[src/sv/bmms_pkg.sv]
package bmms_pkg;

  localparam int TickW   = 14;
  localparam int PeriodW = 16;
  localparam int DelayW  = 22;
  localparam int DbW     = 15;
  localparam int EnW     = 4;
  localparam int CurW    = 16;
  localparam int CfgW    = 22;
  localparam int IdxW    = 3;

  localparam logic [PeriodW-1:0] CntMax  = {PeriodW{1'b1}};
  localparam logic [DelayW-1:0]  StbyMax = {DelayW{1'b1}};

  localparam logic OP_TICK  = 1'b0;
  localparam logic OP_ALERT = 1'b1;

  localparam logic [IdxW-1:0] REG_TICK_MS     = 3'd0;
  localparam logic [IdxW-1:0] REG_CELL_PERIOD = 3'd1;
  localparam logic [IdxW-1:0] REG_PACK_PERIOD = 3'd2;
  localparam logic [IdxW-1:0] REG_TEMP_PERIOD = 3'd3;
  localparam logic [IdxW-1:0] REG_SLEEP_DELAY = 3'd4;
  localparam logic [IdxW-1:0] REG_DEADBAND    = 3'd5;
  localparam logic [IdxW-1:0] REG_ENABLES     = 3'd6;

  localparam int EN_CELL = 0;
  localparam int EN_PACK = 1;
  localparam int EN_TEMP = 2;
  localparam int EN_CUR  = 3;

  typedef enum logic [2:0] {
    MODE_NONE      = 3'd0,
    MODE_STANDBY   = 3'd1,
    MODE_CHARGE    = 3'd2,
    MODE_DISCHARGE = 3'd3,
    MODE_SLEEP     = 3'd4
  } mode_t;

  typedef struct packed {
    logic [TickW-1:0]   tick_ms;
    logic [PeriodW-1:0] cell_period;
    logic [PeriodW-1:0] pack_period;
    logic [PeriodW-1:0] temp_period;
    logic [DelayW-1:0]  sleep_delay;
    logic [DbW-1:0]     deadband;
    logic [EnW-1:0]     enables;
  } cfg_t;

  typedef struct packed {
    logic  strobe_cell_voltage;
    logic  strobe_pack_voltage;
    logic  strobe_temperature;
    logic  strobe_current;
    mode_t mode;
    logic  mode_changed;
  } result_t;

endpackage

[src/sv/bmms_cfg.sv]
module bmms_cfg (
  input  logic                         clk,
  input  logic                         rst,
  input  logic                         cfg_we,
  input  logic [bmms_pkg::IdxW-1:0]    cfg_index,
  input  logic [bmms_pkg::CfgW-1:0]    cfg_data,
  output bmms_pkg::cfg_t               cfg
);

  always_ff @(posedge clk) begin
    if (rst) begin
      cfg.tick_ms     <= bmms_pkg::TickW'(250);
      cfg.cell_period <= bmms_pkg::PeriodW'(250);
      cfg.pack_period <= bmms_pkg::PeriodW'(250);
      cfg.temp_period <= bmms_pkg::PeriodW'(2000);
      cfg.sleep_delay <= bmms_pkg::DelayW'(600000);
      cfg.deadband    <= bmms_pkg::DbW'(20);
      cfg.enables     <= {bmms_pkg::EnW{1'b1}};
    end else if (cfg_we) begin
      unique case (cfg_index)
        bmms_pkg::REG_TICK_MS:     cfg.tick_ms     <= cfg_data[bmms_pkg::TickW-1:0];
        bmms_pkg::REG_CELL_PERIOD: cfg.cell_period <= cfg_data[bmms_pkg::PeriodW-1:0];
        bmms_pkg::REG_PACK_PERIOD: cfg.pack_period <= cfg_data[bmms_pkg::PeriodW-1:0];
        bmms_pkg::REG_TEMP_PERIOD: cfg.temp_period <= cfg_data[bmms_pkg::PeriodW-1:0];
        bmms_pkg::REG_SLEEP_DELAY: cfg.sleep_delay <= cfg_data[bmms_pkg::DelayW-1:0];
        bmms_pkg::REG_DEADBAND:    cfg.deadband    <= cfg_data[bmms_pkg::DbW-1:0];
        bmms_pkg::REG_ENABLES:     cfg.enables     <= cfg_data[bmms_pkg::EnW-1:0];
        default: ;
      endcase
    end
  end

endmodule

[src/sv/bmms_core.sv]
module bmms_core (
  input  logic                         clk,
  input  logic                         rst,
  input  bmms_pkg::cfg_t               cfg,
  input  logic                         advance,
  input  logic                         op,
  input  logic signed [bmms_pkg::CurW-1:0] current_ma,
  input  logic                         balancing_idle,
  output bmms_pkg::result_t            result
);

  logic [bmms_pkg::PeriodW-1:0] cell_elapsed, cell_elapsed_next;
  logic [bmms_pkg::PeriodW-1:0] pack_elapsed, pack_elapsed_next;
  logic [bmms_pkg::PeriodW-1:0] temp_elapsed, temp_elapsed_next;
  logic                         alert_pending, alert_pending_next;
  bmms_pkg::mode_t              mode_reg, mode_next;
  logic [bmms_pkg::DelayW-1:0]  standby_elapsed, standby_elapsed_next;

  logic                         s_cell, s_pack, s_temp, s_cur;
  logic signed [bmms_pkg::CurW:0] cur_x, db_pos, db_neg;
  logic                         at_charge, at_discharge;
  logic [bmms_pkg::DelayW:0]    stby_sum;

  function automatic logic [bmms_pkg::PeriodW:0] step_counter(
    input logic [bmms_pkg::PeriodW-1:0] cnt,
    input logic [bmms_pkg::TickW-1:0]   tick,
    input logic [bmms_pkg::PeriodW-1:0] period,
    input logic                         en
  );
    logic [bmms_pkg::PeriodW:0]   sum;
    logic [bmms_pkg::PeriodW-1:0] v;
    sum = {1'b0, cnt} + (bmms_pkg::PeriodW+1)'(tick);
    v   = sum[bmms_pkg::PeriodW] ? bmms_pkg::CntMax : sum[bmms_pkg::PeriodW-1:0];
    // result is {strobe, new count}
    if (!en) begin
      step_counter = '0;
    end else if (v >= period) begin
      step_counter = {1'b1, {bmms_pkg::PeriodW{1'b0}}};
    end else begin
      step_counter = {1'b0, v};
    end
  endfunction

  always_comb begin
    {s_cell, cell_elapsed_next} = step_counter(cell_elapsed, cfg.tick_ms, cfg.cell_period,
                                               cfg.enables[bmms_pkg::EN_CELL]);
    {s_pack, pack_elapsed_next} = step_counter(pack_elapsed, cfg.tick_ms, cfg.pack_period,
                                               cfg.enables[bmms_pkg::EN_PACK]);
    {s_temp, temp_elapsed_next} = step_counter(temp_elapsed, cfg.tick_ms, cfg.temp_period,
                                               cfg.enables[bmms_pkg::EN_TEMP]);

    s_cur              = alert_pending && cfg.enables[bmms_pkg::EN_CUR];
    alert_pending_next = alert_pending && !s_cur;

    cur_x        = {current_ma[bmms_pkg::CurW-1], current_ma};
    db_pos       = {2'b00, cfg.deadband};
    db_neg       = -db_pos;
    at_charge    = cur_x >= db_pos;
    at_discharge = cur_x <= db_neg;
    stby_sum     = {1'b0, standby_elapsed} + (bmms_pkg::DelayW+1)'(cfg.tick_ms);

    mode_next            = mode_reg;
    standby_elapsed_next = standby_elapsed;
    priority if (mode_reg == bmms_pkg::MODE_SLEEP) begin
      if (at_charge || at_discharge) mode_next = bmms_pkg::MODE_STANDBY;
    end else if (!at_charge && !at_discharge) begin
      mode_next = bmms_pkg::MODE_STANDBY;
      if (standby_elapsed >= cfg.sleep_delay) begin
        if (balancing_idle) begin
          standby_elapsed_next = '0;
          mode_next            = bmms_pkg::MODE_SLEEP;
        end
      end else begin
        standby_elapsed_next = stby_sum[bmms_pkg::DelayW] ? bmms_pkg::StbyMax
                                                          : stby_sum[bmms_pkg::DelayW-1:0];
      end
    end else if (at_charge) begin
      standby_elapsed_next = '0;
      mode_next            = bmms_pkg::MODE_CHARGE;
    end else begin
      standby_elapsed_next = '0;
      mode_next            = bmms_pkg::MODE_DISCHARGE;
    end

    result.strobe_cell_voltage = s_cell;
    result.strobe_pack_voltage = s_pack;
    result.strobe_temperature  = s_temp;
    result.strobe_current      = s_cur;
    result.mode                = mode_next;
    result.mode_changed        = mode_next != mode_reg;
  end

  always_ff @(posedge clk) begin
    if (rst) begin
      cell_elapsed    <= '0;
      pack_elapsed    <= '0;
      temp_elapsed    <= '0;
      alert_pending   <= 1'b0;
      mode_reg        <= bmms_pkg::MODE_NONE;
      standby_elapsed <= '0;
    end else if (advance) begin
      if (op == bmms_pkg::OP_ALERT) begin
        alert_pending <= 1'b1;
      end else begin
        cell_elapsed    <= cell_elapsed_next;
        pack_elapsed    <= pack_elapsed_next;
        temp_elapsed    <= temp_elapsed_next;
        alert_pending   <= alert_pending_next;
        mode_reg        <= mode_next;
        standby_elapsed <= standby_elapsed_next;
      end
    end
  end

endmodule

[src/sv/battery_monitor_mode_sequencer.sv]
// a tick beat's result is valid once it has passed the input register, then the
// result register; alert beats give no result
// throughput: one beat per cycle, limited only by the result register draining
// the input register is freed in the same cycle the result register is taken
// reset: synchronous, active high; clears counters, pending alert, mode to none,
// and loads the configuration registers with their default values
module battery_monitor_mode_sequencer (
  input  logic                              clk,
  input  logic                              rst,
  input  logic                              cfg_we,
  input  logic [bmms_pkg::IdxW-1:0]         cfg_index,
  input  logic [bmms_pkg::CfgW-1:0]         cfg_data,
  input  logic                              in_valid,
  output logic                              in_ready,
  input  logic                              op,
  input  logic signed [bmms_pkg::CurW-1:0]  current_ma,
  input  logic                              balancing_idle,
  output logic                              out_valid,
  input  logic                              out_ready,
  output logic                              strobe_cell_voltage,
  output logic                              strobe_pack_voltage,
  output logic                              strobe_temperature,
  output logic                              strobe_current,
  output logic [2:0]                        mode,
  output logic                              mode_changed
);

  bmms_pkg::cfg_t    cfg;
  bmms_pkg::result_t result;
  bmms_pkg::result_t out_reg;

  logic                             s1_valid;
  logic                             s1_op;
  logic signed [bmms_pkg::CurW-1:0] s1_cur;
  logic                             s1_bal;
  logic                             advance;
  logic                             load_out;

  bmms_cfg u_cfg (
    .clk       (clk),
    .rst       (rst),
    .cfg_we    (cfg_we),
    .cfg_index (cfg_index),
    .cfg_data  (cfg_data),
    .cfg       (cfg)
  );

  // alerts never need the result register, so they drain regardless
  assign advance  = s1_valid && (s1_op == bmms_pkg::OP_ALERT || !out_valid || out_ready);
  assign load_out = advance && s1_op == bmms_pkg::OP_TICK;
  assign in_ready = !s1_valid || advance;

  bmms_core u_core (
    .clk            (clk),
    .rst            (rst),
    .cfg            (cfg),
    .advance        (advance),
    .op             (s1_op),
    .current_ma     (s1_cur),
    .balancing_idle (s1_bal),
    .result         (result)
  );

  always_ff @(posedge clk) begin
    if (rst) begin
      s1_valid  <= 1'b0;
      out_valid <= 1'b0;
    end else begin
      if (in_valid && in_ready) begin
        s1_valid <= 1'b1;
      end else if (advance) begin
        s1_valid <= 1'b0;
      end
      if (load_out) begin
        out_valid <= 1'b1;
      end else if (out_ready) begin
        out_valid <= 1'b0;
      end
    end
    if (in_valid && in_ready) begin
      s1_op  <= op;
      s1_cur <= current_ma;
      s1_bal <= balancing_idle;
    end
    if (load_out) begin
      out_reg <= result;
    end
  end

  assign strobe_cell_voltage = out_reg.strobe_cell_voltage;
  assign strobe_pack_voltage = out_reg.strobe_pack_voltage;
  assign strobe_temperature  = out_reg.strobe_temperature;
  assign strobe_current      = out_reg.strobe_current;
  assign mode                = out_reg.mode;
  assign mode_changed        = out_reg.mode_changed;

`ifndef NO_ASSERTIONS
  // a tick beat stuck behind a full, stalled result register must hold off input
  a_tick_blocks_input: assert property (@(posedge clk) disable iff (rst)
    s1_valid && s1_op == bmms_pkg::OP_TICK && out_valid && !out_ready |-> !in_ready)
    else $error("input accepted while tick beat is blocked");

  // after reset both stages are empty and input is open
  a_reset_empty: assert property (@(posedge clk)
    rst |=> !out_valid && in_ready)
    else $error("pipeline not empty after reset");

  // an alert beat in the input register never reaches the result register
  a_alert_no_result: assert property (@(posedge clk) disable iff (rst)
    s1_valid && s1_op == bmms_pkg::OP_ALERT && !out_valid |=> !out_valid)
    else $error("alert beat produced a result");
`endif

endmodule

[config.mk]
export PLATFORM = sky130hd
export DESIGN_NAME = battery_monitor_mode_sequencer
export DESIGN_NICKNAME = d
export VERILOG_FILES = /design/src/sv/bmms_pkg.sv /design/src/sv/bmms_cfg.sv /design/src/sv/bmms_core.sv /design/src/sv/battery_monitor_mode_sequencer.sv
export SDC_FILE = /design/constraint.sdc
export NUM_CORES = 1
export LEC_CHECK = 0
export BUFFER_PORTS_ARGS = -buffer_cell sky130_fd_sc_hd__buf_2
export CAP_MARGIN = 5
export CORE_MARGIN = 1
export CORE_UTILIZATION = 45
export CTS_BUF_LIST = sky130_fd_sc_hd__clkbuf_2 sky130_fd_sc_hd__clkbuf_4 sky130_fd_sc_hd__clkbuf_8
export DETAILED_ROUTE_END_ITERATION = 10
export MAX_ROUTING_LAYER = met4
export SYNTH_ARGS = -nofsm -noshare
export SYNTH_HDL_FRONTEND = slang
export SYNTH_SLANG_ARGS = --single-unit
[constraint.sdc]
create_clock -name clk -period 10.6 [get_ports clk]
set_clock_uncertainty 0.15 [all_clocks]
set_input_delay 0 -clock clk [delete_from_list [all_inputs] [get_ports clk]]
set_output_delay 0 -clock clk [all_outputs]
set_load 0.01 [all_outputs]
After elaboration in Yosys (flattened, before gate mapping)
Cells that the tools add are included.
- word-level logic and storage cells: 97
- bits in writable memories: 0
- bits in read-only memories: 0
- input bits: 48
- output and inout port bits: 10
- bits in registers: 205
- latch bits: 0
- memories kept: 0
- $add $sub $neg: 5
- multiplexer cells: 24
- magnitude comparators: 6
- multipliers: 0
- bitwise logic cells: 2
- shift-type cells: 0
- reductions and logical operators: 27
- div/mod/pow operators: 0
- equality and inequality tests: 9
- operators with widths (kind ; count):
    $mux W16 ; 6
    $mux W22 ; 4
    $ge A16 B16 Y1 ; 4
    $add A16 B14 Y17 ; 3
    $mux W17 ; 3
    $add A22 B14 Y23 ; 1
    $ge A22 B22 Y1 ; 1
    $le A16 B17 Y1 ; 1
    $neg A15 Y17 ; 1
    $reduce_and A2 Y1 ; 8
    $mux W3 ; 5
    $eq A3 B3 Y1 const B ; 4
    $eq A3 B2 Y1 const B ; 2
    $logic_and A1 B1 Y1 ; 6
    $mux W1 ; 6
    $logic_not A1 Y1 ; 5
    $logic_or A1 B1 Y1 ; 4
    $reduce_and A4 Y1 ; 1
    $reduce_bool A2 Y1 ; 2
    $eq A3 B1 Y1 const B ; 1
    $logic_not A3 Y1 ; 1
    $ne A3 B3 Y1 ; 1
    $ne A3 B3 Y1 const B ; 1
    $not A1 Y1 ; 2

Logic depth before layout (Yosys ltp)
- depth in word-level cells: 7
- depth in mapped cells: 20
- depth with buffers taken out: 19

Cells and area by module
A second synthesis with hierarchy kept.
- cell total of the unflattened synthesis: 1481
- area total of the unflattened synthesis: 13295.3 sq um
- modules (own cells, without submodules) (module ; area each (sq um) ; seq. area each (sq um) ; times used ; cells an instance):
    bmms_core ; 8300.5 ; 1481.4 ; 1 ; 1058
    bmms_cfg ; 4093.9 ; 2062.0 ; 1 ; 386
    battery_monitor_mode_sequencer ; 900.9 ; 820.8 ; 1 ; 37

Worst setup path before layout
Ideal clock, no wire load.
- path type: reg-to-reg
- from: register u_cfg.cfg[5] (netlist name)
- to: register u_core.standby_elapsed[15] (netlist bit)
- slack: 6.167 ns
- required time: 10.318 ns
- cell stages (with the launch flop): 18
- setup time: 0.132 ns
- clock period less this slack: 4.433 ns
- path buffers: 1
- data arrival time: 4.151 ns
- cell sequence: dfxtp_1 -> inv_1 -> ha_1 -> nand4_1 -> or3_1 -> or3_1 -> or4_1 -> nor2_1 -> xnor2_1 -> ha_1 -> nand3_1 -> or3_1 -> o221a_2 -> or3b_4 -> o31a_4 -> buf_6 -> a31oi_4 -> nor3_1
- cells in the longest elaborated chain, start to end: 6
- elaborated cells between the ends (all ways): 9
- those cells by class: add/sub (1); order compare (2); eq/ne (1); mux (1); reduce/logical (4)
- RTL lines (item ; RTL line ; RTL):
    $neg A15 Y17 ; bmms_core.sv:57 ; db_neg = -db_pos;
    $le A16 B17 Y1 ; bmms_core.sv:59 ; at_discharge = cur_x <= db_neg;
    $logic_not A1 Y1 ; bmms_core.sv:66 ; end else if (!at_charge && !at_discharge) begin
    $logic_and A1 B1 Y1 * ; bmms_core.sv:66 ;
    $ne A3 B3 Y1 (no line) ; - ;
    $reduce_and A4 Y1 (no line) ; - ;
    end signal, assigned ; bmms_core.sv:110 ; standby_elapsed <= standby_elapsed_next;
    end, declared ; bmms_core.sv:17 ; logic [bmms_pkg::DelayW-1:0] standby_elapsed, standby_elapsed_next;
Mark *: on every way between the ends. The rest lies on a longest branch, timed or not.
A chain may end at the register's enable or synchronous reset.

Worst setup path in the final report
- from: register u_cfg.cfg[4] (netlist name)
- to: register u_core.standby_elapsed[21] (netlist bit)
- cells in the longest elaborated chain, start to end: 6
- elaborated cells between the ends (all ways): 9
- those cells by class: add/sub (1); order compare (2); eq/ne (1); mux (1); reduce/logical (4)
- RTL lines (item ; RTL line):
    $neg A15 Y17 ; bmms_core.sv:57
    $le A16 B17 Y1 ; bmms_core.sv:59
    $logic_not A1 Y1 ; bmms_core.sv:66
    $logic_and A1 B1 Y1 * ; bmms_core.sv:66
    $ne A3 B3 Y1 (no line) ; -
    $reduce_and A4 Y1 (no line) ; -
Marks and branches as above.

==> impl_metrics.csv <==
group,metric,value,unit
run_status,status,"finished clean",
setup_path,path_class,"flip-flop to flip-flop",
timing,drv_slew,0,
die,die_h,171,um
setup_path,critPathLaunchType,"flip-flop",
clock_tree,clk_latency,0.53,ns
synth,synth_top_family_by_area,"compound AO/OA/AOI/OAI gates",
route,postRouteAntennaNets,0,
worst_hold_path,hold_path.class,"input port to flip-flop",
timing,period_needed,5.23,ns
synth,synthesis.nets,1760,
power,power.share.clock,39.8,%
timing,setup_slack,5.37,ns
route,firstDrtPassIters,6,
power,pwr-share-seq,42.3,%
setup_path,critPathArrivalTime,5.52,ns
synth,yosys_warnings,0,
global_routing,grt_use_total,25.7,%
flow_run,maxCapViolCount,0,
timing,rsz0062_at_grt,"no",
route,first_iter_violations,859,
synth,yosys.area_share.simple,18.9,%
synth,yosys.area_share.adder,16.0,%
die,pin_count,58,
finish,top_regs,"u_cfg.cfg (103), u_core.standby_elapsed (22)",
clock_tree,clockRootBuffer,"clkbuf_8",
setup_path,crit_path_frequent_cell,"or3_1",
placed_design,port_buffers,57,
power,p_comb_share,17.9,%
route,wl_per_cell,17.3,um
setup_path,crit_slowest_cell,"nor3_4",
route,drc_errors,0,
clock_tree,clk_path_buf_depth,3,
global_routing,grt_pass1_vias,10819,
timing,setup_violations,0,
synth,synthMuxAreaShare,0.254,%
finish,fin_nets,1881,
placed_design,dp_hpwl,24900,um
synth,synth-xor-area-share,3.41,%
placed_design,preCtsSetupSlack,5.38,ns
route,vias,11326,
power,p_leak,0.00641,uW
power,power_report.internal_total,1420,uW
die,dieArea,0.0292,mm^2
setup_path,critPathMaxFanout,22,
timing,fmax,191,MHz
power,switching_share,28.3,%
placed_design,globalplace.congestion,0.874,
route,wl,35800,um
global_routing,gr-total-overflow,0,
global_routing,antenna_found_initial,0,
finish,post-route-util,53.2,%
clock_tree,htree_levels,2,
synth,ys_ff_latch,205,
route,viasPerCell,5.47,
power,ir_worst_vdd,0.127,mV
timing,slew_headroom,31.4,%
timing,worst_slew_pin_slew,1.03,ns
synth,synth-edff-count,26,
finish,instances_no_fill,2071,
synth,avgSynthCellArea,8.28,um^2
die,num_rows,61,
placed_design,place_inst,1945,
clock_tree,cts.sink_count,205,
timing,finalCritPeriodShare,49.3,%
die,chipWidth,171,um
timing,setup_tns,0,ns
finish,largest_reg_flops,103,
die,start_util,45.9,%
clock_tree,cts_tree,"yes",
synth,synth_compound_area_share,21.9,%
finish,n_antenna_cell,0,
setup_path,endpoint_kind,"flip-flop",
synth,netlist_instances,1550,
clock_tree,clkTransAtPathRegs,0.05,ns
setup_path,path_cells,"nor3_1 -> and3_1 -> nand3_1 -> or3_1 -> or3_1 -> or3_1 -> xnor2_1 -> ha_1 -> nand3_1 -> or3_1 -> o221a_2 -> or3b_4 -> nor3_4 -> o21ai_0 -> a211oi_2",
setup_path,r2r_cells,15,
synth,yosys_most_used_dff,"dfxtp_1",
setup_path,slowest_delay,0.74,ns
finish,largest-register,"u_cfg.cfg",
clock_tree,cts_buffers,39,
power,powerDensity,133,mW/mm^2
synth,synth_seq_area_share,34.0,%
synth,synthesis.area,0.0128,mm^2
power,switchingPower,559,uW
finish,layout-drive-gt1-share,9.39,%
finish,area_delta_synth_final,15.9,%
worst_hold_path,whs_path_depth,2,
global_routing,grt_pass1_wl,56500,um
synth,synth-async-reset-ratio,0,%
global_routing,grt_max_degree,86,
clock_tree,cts_resized,0,
die,core-area,0.0279,mm^2
timing,finalHoldViolCount,0,
setup_path,crit_required,10.89,ns
synth,synth_cell_type_count,74,
==> path summary, 6_finish.rpt <==
path                                        startpoint                         end  slack [ns]
worst max-delay path                      u_cfg.cfg[4]  u_core.standby_elapsed[21]        5.37
worst min-delay path                     current_ma[5]                   s1_cur[5]        0.03
worst max register to register            u_cfg.cfg[4]  u_core.standby_elapsed[21]        5.37
worst min register to register  u_core.temp_elapsed[4]      u_core.temp_elapsed[4]        0.30
==> power groups by stage <==
stage	clock network (uW)	registers, uW	logic (uW)
2_1_floorplan	0	845	246
3_3_place_gp	0	852	331
3_5_place_dp	0	852	336
4_1_cts	806	836	353
5_1_grt	837	839	401
6_report	786	836	355
==> logic make-up (layout without fill, tap and decap cells) <==
| group | count (synthesis) | after routing |
|---|---|---|
| AOI/OAI and AO/OA | 427 | 427 |
| xor gates and xnor gates | 50 | 50 |
| adders and majority gates | 162 | 162 |
| buffers and inverters | 180 | 323 |
| DFF | 205 | 205 |
| muxes | 3 | 3 |
| and+or+nand+nor | 523 | 523 |
==> what timing repair did <==
item                                   in CTS  in global routing
endpoints found under the hold margin     158                  0
setup buffers                               0                  0
hold buffers                               63                  0
==> synthesized netlist by cell type (14+ instances only) <==
cell | number | share of area [%]
inv_1 | 129 | 3.8
nor2b_1 | 14 | 0.68
nand2b_1 | 18 | 0.88
o211ai_1 | 16 | 0.94
nand2_1 | 265 | 7.8
a21o_1 | 28 | 1.6
nand4_1 | 14 | 0.68
dfxtp_1 | 179 | 28
nand3b_1 | 15 | 0.88
ha_1 | 158 | 15
clkbuf_1 | 42 | 1.2
nor2_1 | 88 | 2.6
a211oi_1 | 18 | 1.1
a211o_1 | 28 | 1.9
nand3_1 | 21 | 0.82
a21oi_1 | 154 | 6.0
a22o_1 | 29 | 2.0
o21ai_0 | 67 | 2.6
a31oi_1 | 14 | 0.68
xnor2_1 | 37 | 2.5
edfxtp_1 | 26 | 6.1
nor3_1 | 24 | 0.94
==> critical path, delay by kind of cell (launching register included) <==
kind,cells,cell delay (ns)
xor+xnor,1,0.14
simple gates,10,3.41
fa+ha+maj,1,0.28
flops,1,0.33
compound gates,3,0.81
==> cell type report <==
cell class | instances | area [um^2]
sequential | 205 | 4360
timing repair buffer | 131 | 1000
tap | 378 | 473
multi-input combinational | 1165 | 7770
clock inverter | 3 | 12.5
clock buffer | 60 | 763
inverter | 129 | 484
fill | 2677 | 13100
==> cell usage in the layout (no fill, tap or decap), types with 13 or more instances in the layout <==
master	n
a211o_1	28
a211oi_1	18
a21o_1	28
a21oi_1	154
a22o_1	29
a31oi_1	14
buf_2	56
clkbuf_8	50
dfxtp_1	179
dlygate4sd3_1	63
edfxtp_1	26
ha_1	158
inv_1	129
nand2_1	265
nand2b_1	18
nand3_1	21
nand3b_1	15
nand4_1	14
nor2_1	87
nor2b_1	14
nor3_1	23
o211ai_1	16
o21ai_0	67
xnor2_1	37
xor2_1	13
==> metal layers <==
| layer | track usage, % | routed length [um] | vias up |
|---|---|---|---|
| met5 | - | 0 | - |
| met1 | 33.1 | 17000 | 5304 |
| met2 | 41.9 | 16600 | 217 |
| li1 | - | - | 5746 |
| met4 | 7.80 | 803 | 0 |
| met3 | 3.15 | 1480 | 59 |
==> per-stage QoR <==
stage | total power [uW] | hold slack, ns | instance area [um^2]
final | 1980 | 0.0257 | 14900
after global routing | 2080 | 0.0227 | 14900
after detailed placement | 1190 | 0.0281 | 13500
after global placement | 1180 | 0.0266 | 13500
after CTS | 2000 | 0.00319 | 14900
after floorplan | 1090 | -0.0511 | 12800
Note: power is estimated with default switching activity, not from simulation.
